File: config.mk
export PLATFORM = sky130hd
export DESIGN_NAME = vss_curl_unit
export DESIGN_NICKNAME = d
export VERILOG_FILES = /design/src/hw/rtl/vss_pkg.sv /design/src/hw/rtl/vss_curl_unit.sv
export SDC_FILE = /design/constraint.sdc
export NUM_CORES = 1
export LEC_CHECK = 0
export BUFFER_PORTS_ARGS = -buffer_cell sky130_fd_sc_hd__buf_2
export CAP_MARGIN = 0
export CORE_MARGIN = 8
export CORE_UTILIZATION = 49
export CTS_CLUSTER_SIZE = 40
export DETAILED_ROUTE_END_ITERATION = 6
export PLACE_DENSITY = 0.9
export SLEW_MARGIN = 0
export SYNTH_ARGS = -nofsm -noshare
export SYNTH_HDL_FRONTEND = slang
export SYNTH_SLANG_ARGS = --single-unit
File: constraint.sdc
create_clock -name clk -period 3.9 [get_ports clk]
set_input_delay 0.195 -clock clk [delete_from_list [all_inputs] [get_ports clk]]
set_output_delay 0.195 -clock clk [all_outputs]
set_load 0.02 [all_outputs]
File: src/hw/rtl/vss_pkg.sv
// Shared types and constants for the vorticity stencil stream.
`timescale 1ns / 1ps

package vss_pkg;

    // Row handling is fixed by the frame size limit.
    localparam int ROW_BITS      = 12;
    localparam int ROWS_LIMIT    = 4096;

    // Configuration register layout.
    localparam int CFG_COLS_BITS = 11;
    localparam int CFG_ROWS_BITS = 13;
    localparam int CFG_DATA_BITS = 13;
    localparam int CFG_IDX_BITS  = 1;

    // Reset values of the configuration registers.
    localparam int COLS_RESET    = 1024;
    localparam int ROWS_RESET    = 1024;

    // Configuration register indexes.
    typedef enum logic [CFG_IDX_BITS-1:0] {
        REG_FRAME_COLS = 1'b0,
        REG_FRAME_ROWS = 1'b1
    } cfg_reg_t;

    // Per-item control that travels from the scan counters to the curl stage.
    typedef struct packed {
        logic                emit;     // cell one row up is interior
        logic                last;     // last interior cell of the frame
        logic                has_nxt;  // right-hand neighbour lies inside the row
        logic [ROW_BITS-1:0] row;      // row of the interior cell
    } scan_flags_t;

endpackage

File: src/hw/rtl/vss_curl_unit.sv
// Curl stage: combines line-buffer data, writes rows back and holds the result register.
`timescale 1ns / 1ps

module vss_curl_unit #(
    parameter int S_BITS    = 16,
    parameter int COL_BITS  = 10
) (
    input  logic                               clk,
    input  logic                               rst_n,
    input  logic                               in_accept,
    input  vss_pkg::scan_flags_t               flags,
    input  logic [COL_BITS-1:0]                rd_col,
    input  logic signed [S_BITS-1:0]           ux_sample,
    input  logic signed [S_BITS-1:0]           uy_sample,
    input  logic [2*S_BITS-1:0]                ux_pair,
    input  logic [S_BITS-1:0]                  uy_cur,
    input  logic [S_BITS-1:0]                  uy_nxt,
    output logic                               s1_free,
    output logic                               wr_en,
    output logic [COL_BITS-1:0]                wr_col,
    output logic [2*S_BITS-1:0]                wr_ux_pair,
    output logic [S_BITS-1:0]                  wr_uy,
    output logic                               out_valid,
    input  logic                               out_ready,
    output logic signed [S_BITS+1:0]           curl_value,
    output logic [vss_pkg::ROW_BITS-1:0]       center_row,
    output logic [COL_BITS-1:0]                center_col,
    output logic                               frame_last
);

    localparam int C_BITS = S_BITS + 2;

    logic                          s1_valid_reg, s1_valid_next;
    vss_pkg::scan_flags_t          s1_flags_reg;
    logic [COL_BITS-1:0]           s1_col_reg;
    logic signed [S_BITS-1:0]      s1_ux_reg;
    logic [S_BITS-1:0]             s1_uy_reg;
    logic signed [S_BITS-1:0]      window_reg;
    logic                          out_valid_reg, out_valid_next;
    logic signed [C_BITS-1:0]      curl_reg;
    logic [vss_pkg::ROW_BITS-1:0]  row_reg;
    logic [COL_BITS-1:0]           col_reg;
    logic                          last_reg;

    logic                          s1_adv;
    logic signed [S_BITS-1:0]      older;
    logic signed [S_BITS-1:0]      nxt;
    logic signed [C_BITS-1:0]      dx;
    logic signed [C_BITS-1:0]      dy;
    logic signed [C_BITS-1:0]      curl;

    // The item in the curl stage moves on unless its result would meet a full output.
    assign s1_adv  = s1_valid_reg
                     && (!s1_flags_reg.emit || !out_valid_reg || out_ready);
    assign s1_free = !s1_valid_reg || s1_adv;

    always_comb
    begin
        if (in_accept)
            s1_valid_next = 1'b1;
        else if (s1_adv)
            s1_valid_next = 1'b0;
        else
            s1_valid_next = s1_valid_reg;
    end

    // Capture the item while its line-buffer reads are in flight.
    always_ff @(posedge clk)
    begin
        if (in_accept)
        begin
            s1_flags_reg <= flags;
            s1_col_reg   <= rd_col;
            s1_ux_reg    <= ux_sample;
            s1_uy_reg    <= uy_sample;
        end
    end

    // Vertical ux difference minus horizontal uy difference.
    assign older = $signed(ux_pair[2*S_BITS-1:S_BITS]);
    assign nxt   = s1_flags_reg.has_nxt ? $signed(uy_nxt) : '0;
    assign dx    = C_BITS'(s1_ux_reg) - C_BITS'(older);
    assign dy    = C_BITS'(nxt) - C_BITS'(window_reg);
    assign curl  = dx - dy;

    // Rotate the ux rows and store the new uy row entry.
    assign wr_en      = s1_adv;
    assign wr_col     = s1_col_reg;
    assign wr_ux_pair = {ux_pair[S_BITS-1:0], s1_ux_reg};
    assign wr_uy      = s1_uy_reg;

    // Output register: loads when a result leaves the curl stage.
    always_comb
    begin
        if (s1_adv && s1_flags_reg.emit)
            out_valid_next = 1'b1;
        else if (out_ready)
            out_valid_next = 1'b0;
        else
            out_valid_next = out_valid_reg;
    end

    always_ff @(posedge clk)
    begin
        if (s1_adv && s1_flags_reg.emit)
        begin
            curl_reg <= curl;
            row_reg  <= s1_flags_reg.row;
            col_reg  <= s1_col_reg;
            last_reg <= s1_flags_reg.last;
        end
    end

    // The window keeps the previous column's uy from the row above.
    always_ff @(posedge clk or negedge rst_n)
    begin
        if (!rst_n)
        begin
            s1_valid_reg  <= 1'b0;
            out_valid_reg <= 1'b0;
            window_reg    <= '0;
        end
        else
        begin
            s1_valid_reg  <= s1_valid_next;
            out_valid_reg <= out_valid_next;
            if (s1_adv)
                window_reg <= $signed(uy_cur);
        end
    end

    assign out_valid  = out_valid_reg;
    assign curl_value = curl_reg;
    assign center_row = row_reg;
    assign center_col = col_reg;
    assign frame_last = last_reg;

endmodule

==> metrics.cfg <==
[critical_path]
cp.required_ns=4.07
r2r_cells=12
cp.arrival_ns=3.86
crit_path_end_kind=register
r2r-start=s1_flags_reg[12]
crit_fanout=12
setup.worst_path.start_class=register
r2r-end=curl_value[12]
timing_worst_setup_path_type=reg2reg
r2r_slack_ns=0.20

[route]
num_vias=4171
route.detailed.drc=0
routed_wl_um=17000
drt_iter0_drc=318
wl_per_cell_um=20.5
viasPerCell=5.03
dr.pass1.iters=5
ant_nets=0

[synthesis]
yosysMostFrequentCell=edfxtp_1
yosys-top-cells-count=edfxtp_1 (98), inv_1 (73), fa_1 (33)
yosysTopAreaCellShare_pct=52.3
synthesis.area_um2=5620
syn_inst=409
synth_cell_types=46
ys_seq_elements=116
synth_seq_area_share_pct=60.3
yosys.area.top_type=edfxtp_1
synth_edf_count=98
ys_warn_count=0
ys.flop_type=edfxtp_1
synth_fp_nets=585
synthArstFlopShare_pct=15.5
synthTopCellsByArea=edfxtp_1 (52%), fa_1 (12%), dfrtp_1 (8.0%)
synth.avg_cell_area_um2=13.8

[sta]
fin_setup_tns_ns=0
finalHoldViolCount=0
slew_violations=0
clock_skew_ns=0.0127
fmax_mhz=271
finalCritPeriodShare_pct=94.8
worstMarginPinSlew_ns=1.03
setup_violations=0
worst_slack_ns=0.203
hold_ws_ns=0.0106
maxSlewHeadroom_pct=31.2
period_needed_ns=3.70
rsz0062_at_grt=false

[final_layout]
final_nets=846
largest_reg_flops=18
area_growth_pct=41.0
drive_above_1_share_pct=35.4
final_util_pct=70.0
finalInstanceArea_um2=7930

[placed_design]
placed_cell_area_um2=6630
dp_hpwl_um=10900
dp_slack_ns=0.345
io_buffers=194
gp_congestion=0.956

[pwr]
power_density_nw_per_um2=620
p_leak_uw=0.00362
vdd.ir_drop.worst_mv=0.339

[worst_hold_path]
hold_depth=3
hold-path-endpoint=window_reg[12]
min_path_type=in2reg
hold_start=uy_cur[12]

[clock_tree]
clock_path_buffers=2
cts_made_buffers=17
cts.clk_slew.worst_paths_ns=0.06
cts_tree=yes
clk_latency_ns=0.42
h-tree-depth=4
cts_root_buf=clkbuf_16
clkSinkCount=116
ctsResizeCount=0

[grt]
antenna_found_initial=3
grt_pass1_vias=4530
grt-ovfl-total=0
grt_pass1_wl_um=25200
grt_max_degree=50
grtUsageTotal_pct=22.4

[floorplan]
die-area_um2=15200
row_count=39
start_util_pct=49.7
fp.dieH_um=123
coreArea_um2=11300
ios=227
die_w_um=123

[run_status]
status=complete, no violations

[run]
drv_cap=0

power breakdown:
part	leakage (uW)	total [uW]	switching [uW]	internal [uW]
Clock	0.000282	1580	626	957
Sequential	0.00116	1640	51.9	1590
Combinational	0.00218	1690	1010	686
metal layers:
| layer | wire (um) | up-vias | GRT usage (%) |
|---|---|---|---|
| li1 | - | 1886 | - |
| met1 | 5730 | 2006 | 22.9 |
| met2 | 9270 | 227 | 39.5 |
| met3 | 1220 | 52 | 7.44 |
| met4 | 786 | 0 | 12.6 |
| met5 | 0 | - | 0 |
kinds of logic (layout without fill, tap and decap cells):
family	count (synthesis)	in the layout	share of synthesized area [%]
AO/OA/AOI/OAI	60	60	7.50
XOR/XNOR	16	16	2.49
adder cells (fa/ha/maj)	51	51	15.8
buffers and inverters	97	371	7.79
flip-flops	116	116	60.3
other	0	3	0
AND/OR/NAND/NOR	69	69	6.14
metrics by stage:
step,cells,total power [uW]
finish,829,4920
global route,829,5150
CTS,826,4870
detailed placement,724,3240
global placement,724,3180
floorplan,409,2850
repair_timing:
item                      4_1_cts  5_1_grt
hold buffers                   70        0
hold endpoints to repair       87        0
buffers inserted                0        0
cell usage in the layout, fill, tap and decap left out, drive strengths merged, types with 3 or more instances in the layout:
cell type / count
a21o: 5
nand2: 27
xnor2: 12
nand3: 8
fa: 33
o21a: 3
diode: 3
dfrtp: 18
edfxtp: 98
a211oi: 3
inv: 81
nor2b: 3
o21ai: 23
dlygate4sd3: 70
clkbuf: 17
nor2: 6
xor2: 4
buf: 196
a21oi: 13
ha: 18
clkinvlp: 3
and2: 17
final cells by class:
type / count / area (um^2)
Sequential cell: 116 / 3390
Fill cell: 717 / 3390
Clock inverter: 15 / 168
Inverter: 73 / 274
Tap cell: 143 / 179
Multi-Input combinational cell: 196 / 1790
Clock buffer: 17 / 425
Timing Repair Buffer: 266 / 1690
Antenna cell: 3 / 7.51
worst max-delay path by stage:
| stage | startpoint | endpoint | cells past startpoint |
|---|---|---|---|
| final | s1_flags_reg[12] | curl_value[12] | 12 |
| after global routing | s1_flags_reg[12] | curl_value[12] | 12 |
| after CTS | s1_flags_reg[12] | curl_value[12] | 14 |
| after detailed placement | s1_flags_reg[12] | curl_value[12] | 14 |
| after global placement | s1_flags_reg[12] | curl_value[12] | 14 |
| after floorplan | s1_flags_reg[12] | curl_value[12] | 15 |
critical path, stage by stage (launching register included):
cell and delay, ns:
edfxtp_1 0.44, buf_4 0.21, and2_1 0.15, fa_1 0.48
fa_1 0.54, inv_1 0.06, ha_1 0.39, o211a_1 0.17
o31ai_1 0.10, a21oi_2 0.30, nor2_1 0.14, or3_1 0.33
o311a_1 0.14
No activity file was read; power rests on OpenSTA's default activity.
