[config.mk]
export PLATFORM = sky130hd
export DESIGN_NAME = vss_scan_ctrl
export DESIGN_NICKNAME = d
export VERILOG_FILES = /design/src/hw/rtl/vss_pkg.sv /design/src/hw/rtl/vss_scan_ctrl.sv
export SDC_FILE = /design/constraint.sdc
export NUM_CORES = 1
export LEC_CHECK = 0
export ABC_AREA = 1
export BUFFER_PORTS_ARGS = -buffer_cell sky130_fd_sc_hd__buf_4
export CORE_ASPECT_RATIO = 0.5
export CORE_MARGIN = 2
export CORE_UTILIZATION = 55
export CTS_CLUSTER_DIAMETER = 40
export DETAILED_ROUTE_END_ITERATION = 10
export GPL_ROUTABILITY_DRIVEN = 0
export GPL_TIMING_DRIVEN = 0
export PLACE_DENSITY_LB_ADDON = 0.2
export SLEW_MARGIN = 5
export SYNTH_ARGS = -nofsm -noshare
export SYNTH_HDL_FRONTEND = slang
export SYNTH_SLANG_ARGS = --single-unit
[constraint.sdc]
create_clock -name clk -period 5.6 [get_ports clk]
set_clock_uncertainty 0.15 [all_clocks]
set_input_delay 0.84 -clock clk [delete_from_list [all_inputs] [get_ports clk]]
set_output_delay 0.84 -clock clk [all_outputs]
set_load 0.005 [all_outputs]
[src/hw/rtl/vss_pkg.sv]
// Shared types and constants for the vorticity stencil stream.
`timescale 1ns / 1ps

package vss_pkg;

    // Row handling is fixed by the frame size limit.
    localparam int ROW_BITS      = 12;
    localparam int ROWS_LIMIT    = 4096;

    // Configuration register layout.
    localparam int CFG_COLS_BITS = 11;
    localparam int CFG_ROWS_BITS = 13;
    localparam int CFG_DATA_BITS = 13;
    localparam int CFG_IDX_BITS  = 1;

    // Reset values of the configuration registers.
    localparam int COLS_RESET    = 1024;
    localparam int ROWS_RESET    = 1024;

    // Configuration register indexes.
    typedef enum logic [CFG_IDX_BITS-1:0] {
        REG_FRAME_COLS = 1'b0,
        REG_FRAME_ROWS = 1'b1
    } cfg_reg_t;

    // Per-item control that travels from the scan counters to the curl stage.
    typedef struct packed {
        logic                emit;     // cell one row up is interior
        logic                last;     // last interior cell of the frame
        logic                has_nxt;  // right-hand neighbour lies inside the row
        logic [ROW_BITS-1:0] row;      // row of the interior cell
    } scan_flags_t;

endpackage

[src/hw/rtl/vss_scan_ctrl.sv]
// Frame size registers and raster position counters that address the line buffers.
`timescale 1ns / 1ps

module vss_scan_ctrl #(
    parameter int MAX_COLS  = 1024,
    parameter int COL_BITS  = 10,
    parameter int CCNT_BITS = 11
) (
    input  logic                                clk,
    input  logic                                rst_n,
    input  logic                                cfg_we,
    input  logic [vss_pkg::CFG_IDX_BITS-1:0]    cfg_index,
    input  logic [vss_pkg::CFG_DATA_BITS-1:0]   cfg_data,
    input  logic                                in_accept,
    input  logic                                frame_start,
    output logic [COL_BITS-1:0]                 rd_col,
    output logic [COL_BITS-1:0]                 rd_nxt,
    output vss_pkg::scan_flags_t                flags
);

    localparam int ROWS_BITS  = vss_pkg::CFG_ROWS_BITS;
    localparam int COLS_INIT  = (vss_pkg::COLS_RESET > MAX_COLS) ? MAX_COLS
                                                                : vss_pkg::COLS_RESET;

    logic [CCNT_BITS-1:0]             cols_reg, cols_next;
    logic [ROWS_BITS-1:0]             rows_reg, rows_next;
    logic [COL_BITS-1:0]              col_cnt_reg, col_cnt_next;
    logic [vss_pkg::ROW_BITS-1:0]     row_cnt_reg, row_cnt_next;

    logic [vss_pkg::CFG_COLS_BITS-1:0] cols_wr;
    logic [ROWS_BITS-1:0]              rows_wr;
    logic [CCNT_BITS-1:0]              c_clamp;
    logic [CCNT_BITS-1:0]              c0;
    logic [CCNT_BITS-1:0]              c_inc;
    logic [ROWS_BITS-1:0]              r_clamp;
    logic [ROWS_BITS-1:0]              r0;
    logic [ROWS_BITS-1:0]              r_inc;
    logic                              has_nxt;

    // Register writes keep the clamped frame size.
    assign cols_wr = cfg_data[vss_pkg::CFG_COLS_BITS-1:0];
    assign rows_wr = cfg_data[ROWS_BITS-1:0];

    always_comb
    begin
        cols_next = cols_reg;
        rows_next = rows_reg;
        if (cfg_we)
        begin
            unique case (cfg_index)
                vss_pkg::REG_FRAME_COLS:
                begin
                    if (32'(cols_wr) < 3)
                        cols_next = CCNT_BITS'(3);
                    else if (32'(cols_wr) > MAX_COLS)
                        cols_next = CCNT_BITS'(MAX_COLS);
                    else
                        cols_next = CCNT_BITS'(32'(cols_wr));
                end
                vss_pkg::REG_FRAME_ROWS:
                begin
                    if (32'(rows_wr) < 3)
                        rows_next = ROWS_BITS'(3);
                    else if (32'(rows_wr) > vss_pkg::ROWS_LIMIT)
                        rows_next = ROWS_BITS'(vss_pkg::ROWS_LIMIT);
                    else
                        rows_next = rows_wr;
                end
            endcase
        end
    end

    // Position of the arriving sample, after a frame restart or a shrunk frame.
    assign c_clamp = ({1'b0, col_cnt_reg} >= cols_reg) ? cols_reg - CCNT_BITS'(1)
                                                       : {1'b0, col_cnt_reg};
    assign c0      = frame_start ? '0 : c_clamp;
    assign r_clamp = ({1'b0, row_cnt_reg} >= rows_reg) ? rows_reg - ROWS_BITS'(1)
                                                       : {1'b0, row_cnt_reg};
    assign r0      = frame_start ? '0 : r_clamp;
    assign c_inc   = c0 + CCNT_BITS'(1);
    assign r_inc   = r0 + ROWS_BITS'(1);
    assign has_nxt = (c_inc < cols_reg);

    // Read addresses for the current column and its right-hand neighbour.
    assign rd_col = c0[COL_BITS-1:0];
    assign rd_nxt = has_nxt ? c_inc[COL_BITS-1:0] : c0[COL_BITS-1:0];

    // The cell one row up is interior when it is off every border.
    always_comb
    begin
        flags.emit    = (r0 >= ROWS_BITS'(2)) && (c0 != '0) && has_nxt;
        flags.last    = (r_inc == rows_reg) && ((c_inc + CCNT_BITS'(1)) == cols_reg);
        flags.has_nxt = has_nxt;
        flags.row     = vss_pkg::ROW_BITS'(r0 - ROWS_BITS'(1));
    end

    // Counters step on every accepted item and wrap at the frame end.
    always_comb
    begin
        col_cnt_next = col_cnt_reg;
        row_cnt_next = row_cnt_reg;
        if (in_accept)
        begin
            if (has_nxt)
            begin
                col_cnt_next = c_inc[COL_BITS-1:0];
                row_cnt_next = r0[vss_pkg::ROW_BITS-1:0];
            end
            else
            begin
                col_cnt_next = '0;
                row_cnt_next = (r_inc >= rows_reg) ? '0 : r_inc[vss_pkg::ROW_BITS-1:0];
            end
        end
    end

    always_ff @(posedge clk or negedge rst_n)
    begin
        if (!rst_n)
        begin
            cols_reg    <= CCNT_BITS'(COLS_INIT);
            rows_reg    <= ROWS_BITS'(vss_pkg::ROWS_RESET);
            col_cnt_reg <= '0;
            row_cnt_reg <= '0;
        end
        else
        begin
            cols_reg    <= cols_next;
            rows_reg    <= rows_next;
            col_cnt_reg <= col_cnt_next;
            row_cnt_reg <= row_cnt_next;
        end
    end

endmodule

==> summary.md, run 1 <==
| Metric | Value |
|---|---|
| Synth Area in XOR/XNOR | 4.78% |
| Seq cells post-synth | 46 |
| R2R Path Start | rows_reg[10]$_DFFE_PN1P_ |
| Critical path origin | rows_reg[10]$_DFFE_PN1P_ |
| Final WS setup | -0.231 ns |
| Max-Cap Viols | 0 |
| Fin. Hold Viols | 0 |
| Layout cell share with drive strength beyond 1 | 25.0% |
| Worst-path clk slew | 0.08 ns |
| Antenna Nets Post-Route | 0 |
| CP top delay family | simple AND/OR/NAND/NOR gates |
| Die span in x | 145 um |
| I/O pin count | 54 |
| CTS tree | done |
| Synth Warn # | 0 |
| Slew headroom | 51.2% |
| Most numerous cell on the critical path | nand2_1 |
| Critical-path maximum fanout | 6 |
| Combinational family with the most area after synthesis | simple AND/OR/NAND/NOR gates |
| Worst stage delay on the critical path | 0.57 ns |
| Post-Synth Simple-Gate Area | 40.6% |
| Leading post-synthesis cells by cell area | dfrtp_1, nand2_1, ha_1 |
| DR vias | 6438 |
| Port-buffer cells | 52 |
| Startpoint Class | register |
| Total track usage | 33.2% |
| Pwr/cell area | 394 nW/um^2 |
| Residual DRC | 0 |
| FMAX | 171 MHz |
| Post-Synthesis Cells | 858 |
| Pin count of the biggest net entering global routing | 47 |
| Worst skew pair latency | 0.31 ns |
| DRT iter0 DRCs | 623 |
| Die area | 10900 sq um |
| Hold Buf Count CTS | 0 |
| Adder-cell share of the synthesized area | 12.5% |
| Final wirelength | 18600 um |
| Pre-CTS setup slack | -0.935 ns |
| Violated checks | setup timing |
| Slowest-stage cell, CP | dfstp_2 |
| Crit path kind | register to output pin |
| Worst endpoint data arrival time | 4.84 ns |
| Most frequent cells in the layout | nand2_1, buf_4, inv_1 |
| Total nets after synthesis | 932 |
| Final setup violation count | 1 |
| CP Buf/Inv Count | 7 |
| Initial antenna violation count | 0 |
| Post-synthesis mux area share | 0% |
| Vias per cell | 5.84 |
| GRT overflow | 0 |
| RSZ-0062 raised after global routing | yes |
| CP endpoint kind | output pin |
| Tmin final | 5.83 ns |
| Largest register FFs | 13 |
| Most common cell after layout, fill and taps aside | nand2_1 |
| Worst-Margin Slew | 0.733 ns |
| CTS root buffer | clkbuf_16 |
| Avg WL per Cell | 16.9 um |
| Worst Path Required | 4.61 ns |
| Post-synthesis sequential area ratio | 21.0% |
| Dpl hpwl | 13400 um |
| Num rows | 25 |
| Fin util | 72.5% |
| Worst hold path class | register to register |
| N_diodes | 0 |
| Post-synthesis compound-gate area fraction | 11.6% |
| Syn Area/Cell | 6.41 sq um |
| Static leakage | 0.00349 uW |
| Synth Cell Area | 5500 sq um |
| CTS HTree Levels | 2 |
| Slew Limit Fails | 0 |
| Non-Filler Instances | 1103 |
| First-pass DRT Iterations | 6 |
| Chip Height | 74.7 um |
| Vias in the first global route | 5831 |
| Outcome | finished, violations left |
| Max VDD drop | 0.272 mV |
| Synth area leader | dfrtp_1 |
| Tcrit/Tclk final | 104% |
| Starting Density | 57.5% |
| Core area | 9570 sq um |
| Layout Area Growth over Synthesis | 26.2% |
| Inserted Clock Buffers | 5 |
| Clk sinks | 46 |
| Hold_sp | col_cnt_reg[6]$_DFFE_PN0P_ |
| Layout Nets | 1041 |
| First-pass GRT wire length | 28500 um |
| Placed cells | 1045 |
| Yosys top cell area share | 20.0% |
| Distinct cell type count after synthesis | 44 |
| Clock Path Buffers | 2 |
==> worst reg2reg max path, delay by kind of cell (launching register included) <==
kind | cells | cell delay [ns]
simple gates | 10 | 1.64
buf+inv | 9 | 1.15
compound gates | 4 | 0.70
fa+ha+maj | 3 | 0.69
flops | 1 | 0.57
xor+xnor | 1 | 0.19
==> cell usage after synthesis, drive strengths merged <==
master and count:
a221oi 1, xor2 25, o31ai 1, xnor2 5
inv 113, o211ai 1, o211a 1, a21oi 35
o21ai 47, nand2 236, nand3 83, a41oi 1
ha 55, nand3b 1, a211oi 1, nand4 19
nor3 16, a21boi 1, nor2 112, o21bai 2
and2 6, buf 8, clkinv 2, dfrtp 44
o22ai 16, a31oi 4, or2 2, dfstp 2
o221ai 2, clkbuf 10, nor4 6
==> final cells by class <==
type | count | area (sq um)
Buffer | 18 | 131
Clock buffer | 5 | 125
Clock inverter | 3 | 45.0
Fill cell | 812 | 2630
Inverter | 115 | 450
Multi-Input combinational cell | 679 | 4090
Sequential cell | 46 | 1160
Tap cell | 135 | 169
Timing Repair Buffer | 102 | 769
==> where the power goes <==
part / switching (uW) / leakage [uW] / internal [uW]
clock network: 153 / 0.0000760 / 211
logic: 1130 / 0.00283 / 768
registers: 72.0 / 0.000578 / 398
==> cells by family after synthesis <==
group	count (synthesis)
xor gates and xnor gates	30
buffers and inverters	133
and+or+nand+nor	481
AOI/OAI and AO/OA	113
DFF	46
adders and majority gates	55
==> metal layers <==
layer | track usage (%) | wire, um
met4 | 13.7 | 690
met3 | 4.97 | 1570
met2 | 58.7 | 8580
met1 | 42.2 | 7780
met5 | 0 | 0
==> per-stage QoR <==
stage / hold slack, ns / power [uW] / setup TNS, ns / area (sq um)
after floorplan: 0.321 / 1510 / 0 / 5500
after global placement: 0.353 / 1990 / -9.12 / 6060
after detailed placement: 0.367 / 2030 / -10.55 / 6060
after CTS: 0.385 / 2550 / -0.0829 / 6610
after global routing: 0.426 / 2920 / -2.02 / 6940
final: 0.387 / 2740 / -0.231 / 6940
==> final timing paths <==
kind                                                    to  slack, ns  cells past startpoint
worst max-delay path                             flags[13]      -0.23                     32
worst min register to register  col_cnt_reg[6]$_DFFE_PN0P_       0.39                      2
worst min-delay path            col_cnt_reg[6]$_DFFE_PN0P_       0.39                      2
worst max register to register  row_cnt_reg[4]$_DFFE_PN0P_       0.42                     27
min in group asynchronous       row_cnt_reg[9]$_DFFE_PN0P_       0.40                      1
max in group asynchronous          cols_reg[2]$_DFFE_PN0P_       4.42                      1
==> repair_timing <==
action,in CTS,in global routing
cloned,0,0
buffers inserted,22,28
pin swaps,21,20
setup endpoints to repair,31,13
gates resized for setup,65,33
No activity file was read; power rests on OpenSTA's default activity.
==> run 2: changes to the inputs <==
Settings changed: CORE_UTILIZATION 55 to 56, CTS_BUF_LIST set to sky130_fd_sc_hd__clkbuf_8, CTS_CLUSTER_SIZE set to 14.
==> summary.md, run 2 (synthesis results as in run 1) <==
| Metric | Value |
|---|---|
| Outcome | finished, violations left |
| Violated checks | setup timing |
| Tcrit/Tclk final | 102% (-2.4 points) |
| Initial antenna violation count | 0 (unchanged) |
| Core area | 9510 sq um (-0.65%) |
| Dpl hpwl | 13400 um (-0.13%) |
| Avg WL per Cell | 16.5 um (-2.0%) |
| Filler cells | 831 (+2.3%) |
| Die span in x | 144 um (-0.87%) |
| Residual DRC | 0 (unchanged) |
| Power, Total | 2570 uW (-6.2%) |
| Slowest-stage cell, CP | dfrtp_1 |
| CTS tree | done |
| First-pass GRT wire length | 28200 um (-0.73%) |
| Inserted Clock Buffers | 5 (unchanged) |
| Num rows | 25 (unchanged) |
| FMAX | 176 MHz (+2.4%) |
| Static leakage | 0.00346 uW (-0.78%) |
| Clock Path Buffers | 2 (unchanged) |
| Crit path depth | 32 (unchanged) |
| Cell area after layout | 6810 sq um (-1.9%) |
| Most common cell after layout, fill and taps aside | nand2_1 |
| Reg2Reg Depth | 31 (+15%) |
| Worst Path Required | 4.61 ns (about the same) |
| Critical-path maximum fanout | 5 (-1) |
| Tmin final | 5.70 ns (-0.135 ns) |
| Chip Height | 74.1 um (-0.85%) |
| Placed cells | 1045 (unchanged) |
| CTS HTree Levels | 2 (unchanged) |
| Total track usage | 34.1% (+0.83 points) |
| First-pass DRT Iterations | 5 (-1) |
| Vias in the first global route | 5857 (+0.45%) |
| Max-Cap Viols | 0 (unchanged) |
| Pwr/cell area | 377 nW/um^2 (-4.3%) |
| Reg2reg setup slack | 0.55 ns (+0.13 ns) |
| Startpoint Class | register |
| Vias per cell | 5.81 (-0.44%) |
| Worst hold path class | input port to asynchronous set/reset pin |
| Slew Limit Fails | 0 (unchanged) |
| Critical path destination | flags[13] |
| Die area | 10700 sq um (-1.7%) |
| R2R Path Start | cols_reg[9]$_DFFE_PN0P_ |
| Worst endpoint data arrival time | 4.71 ns (-0.13 ns) |
| Fin util | 71.6% (-0.93 points) |
| Worst-Margin Slew | 0.675 ns (-0.0576 ns) |
| Clk sinks | 46 (unchanged) |
| R2r endpoint | row_cnt_reg[7]$_DFFE_PN0P_ |
| Largest register FFs | 13 (unchanged) |
| Port-buffer cells | 52 (unchanged) |
| DRT iter0 DRCs | 702 (+13%) |
| RSZ-0062 raised after global routing | yes |
| Max VDD drop | 0.245 mV (-9.8%) |
| CP endpoint kind | output pin |
| Pin count of the biggest net entering global routing | 47 (unchanged) |
| Final WS setup | -0.0961 ns (+0.135 ns) |
| DR vias | 6392 (-0.71%) |
| GRT overflow | 0 (unchanged) |
| Crit path kind | register to output pin |
| Worst-path clk slew | 0.10 ns (+0.02 ns) |
| Layout Area Growth over Synthesis | 23.7% |
| Hold Buf Count CTS | 0 (unchanged) |
| Worst stage delay on the critical path | 0.41 ns (-0.16 ns) |
| I/O pin count | 54 (unchanged) |
| Antenna Nets Post-Route | 0 (unchanged) |
| Fin. Hold Viols | 0 (unchanged) |
| N_diodes | 0 (unchanged) |
| Critical path origin | rows_reg[2]$_DFFE_PN0P_ |
| Final wirelength | 18200 um (-2.3%) |
| Starting Density | 57.9% (+0.38 points) |
| CTS root buffer | clkbuf_8 |
| Layout Nets | 1038 (-0.29%) |
| Final setup violation count | 7 (+6) |
| Worst skew pair latency | 0.31 ns (about the same) |
| Most frequent cells in the layout | nand2_1, buf_4, inv_1 |
| Dpl cell area | 6060 sq um (unchanged) |
| Non-Filler Instances | 1100 (-0.27%) |
| Slew headroom | 55.0% (+3.8 points) |
| CP top delay family | simple AND/OR/NAND/NOR gates |
| CP Buf/Inv Count | 5 (-2) |
| Layout cell share with drive strength beyond 1 | 24.5% (-0.54 points) |
[run 2: cell types whose count changed in the layout (fill, tap and decap cells not counted), sizes merged]
cell,change
buf,-3
bufinv,-1
clkbuf,+1
clkinv,+1
clkinvlp,-2
inv,+1
[run 2: worst min-delay path by stage]
stage	startpoint	endpoint	slack (ns)	cells after the start
global placement	col_cnt_reg[7]$_DFFE_PN0P_	col_cnt_reg[7]$_DFFE_PN0P_	0.36	2
finish	rst_n	row_cnt_reg[10]$_DFFE_PN0P_	0.38	1
detailed placement	col_cnt_reg[5]$_DFFE_PN0P_	col_cnt_reg[5]$_DFFE_PN0P_	0.37	2
CTS	col_cnt_reg[5]$_DFFE_PN0P_	col_cnt_reg[5]$_DFFE_PN0P_	0.39	2
global route	col_cnt_reg[5]$_DFFE_PN0P_	col_cnt_reg[5]$_DFFE_PN0P_	0.42	2
floorplan	col_cnt_reg[9]$_DFFE_PN0P_	col_cnt_reg[9]$_DFFE_PN0P_	0.32	2
[run 2: through the flow]
| step | hold WS [ns] | TNS [ns] | setup slack, ns |
|---|---|---|---|
| final | 0.380 | -0.348 | -0.0961 |
| after global routing | 0.418 | -2.46 | -0.336 |
| after CTS | 0.390 | -0.106 | -0.106 |
| after detailed placement | 0.367 | -10.39 | -0.972 |
| after global placement | 0.357 | -9.74 | -0.890 |
| after floorplan | 0.321 | 0 | 0.236 |
[run 2: cell type report]
| type | count | area, sq um | area share (%) |
|---|---|---|---|
| buffer | 18 | 126 | 1.86 |
| clock buffer | 6 | 82.6 | 1.21 |
| clock inverter | 2 | 8.76 | 0.129 |
| inverter | 115 | 445 | 6.54 |
| multi-input combinational | 679 | 4070 | 59.8 |
| sequential | 46 | 1160 | 17.0 |
| tap | 135 | 169 | 2.48 |
| timing repair buffer | 99 | 747 | 11.0 |
[run 2: routing by layer]
layer / vias up / GRT usage, % / wire [um]
met5: - / 0 / 0
met1: 2934 / 43.6 / 7550
met3: 72 / 5.73 / 1620
met2: 333 / 57.4 / 8250
li1: 3053 / - / -
met4: 0 / 16.5 / 771
[run 2: repair_timing]
| action | 4_1_cts | 5_1_grt |
|---|---|---|
| resized for setup | 64 | 28 |
| gates cloned | 0 | 0 |
| buffers inserted | 27 | 20 |
| pin swaps | 30 | 24 |
| setup endpoints to repair | 27 | 13 |
[run 2: power by group]
group | internal, uW | switching, uW
Clock | 98.4 | 129
Sequential | 398 | 68.9
Combinational | 756 | 1120
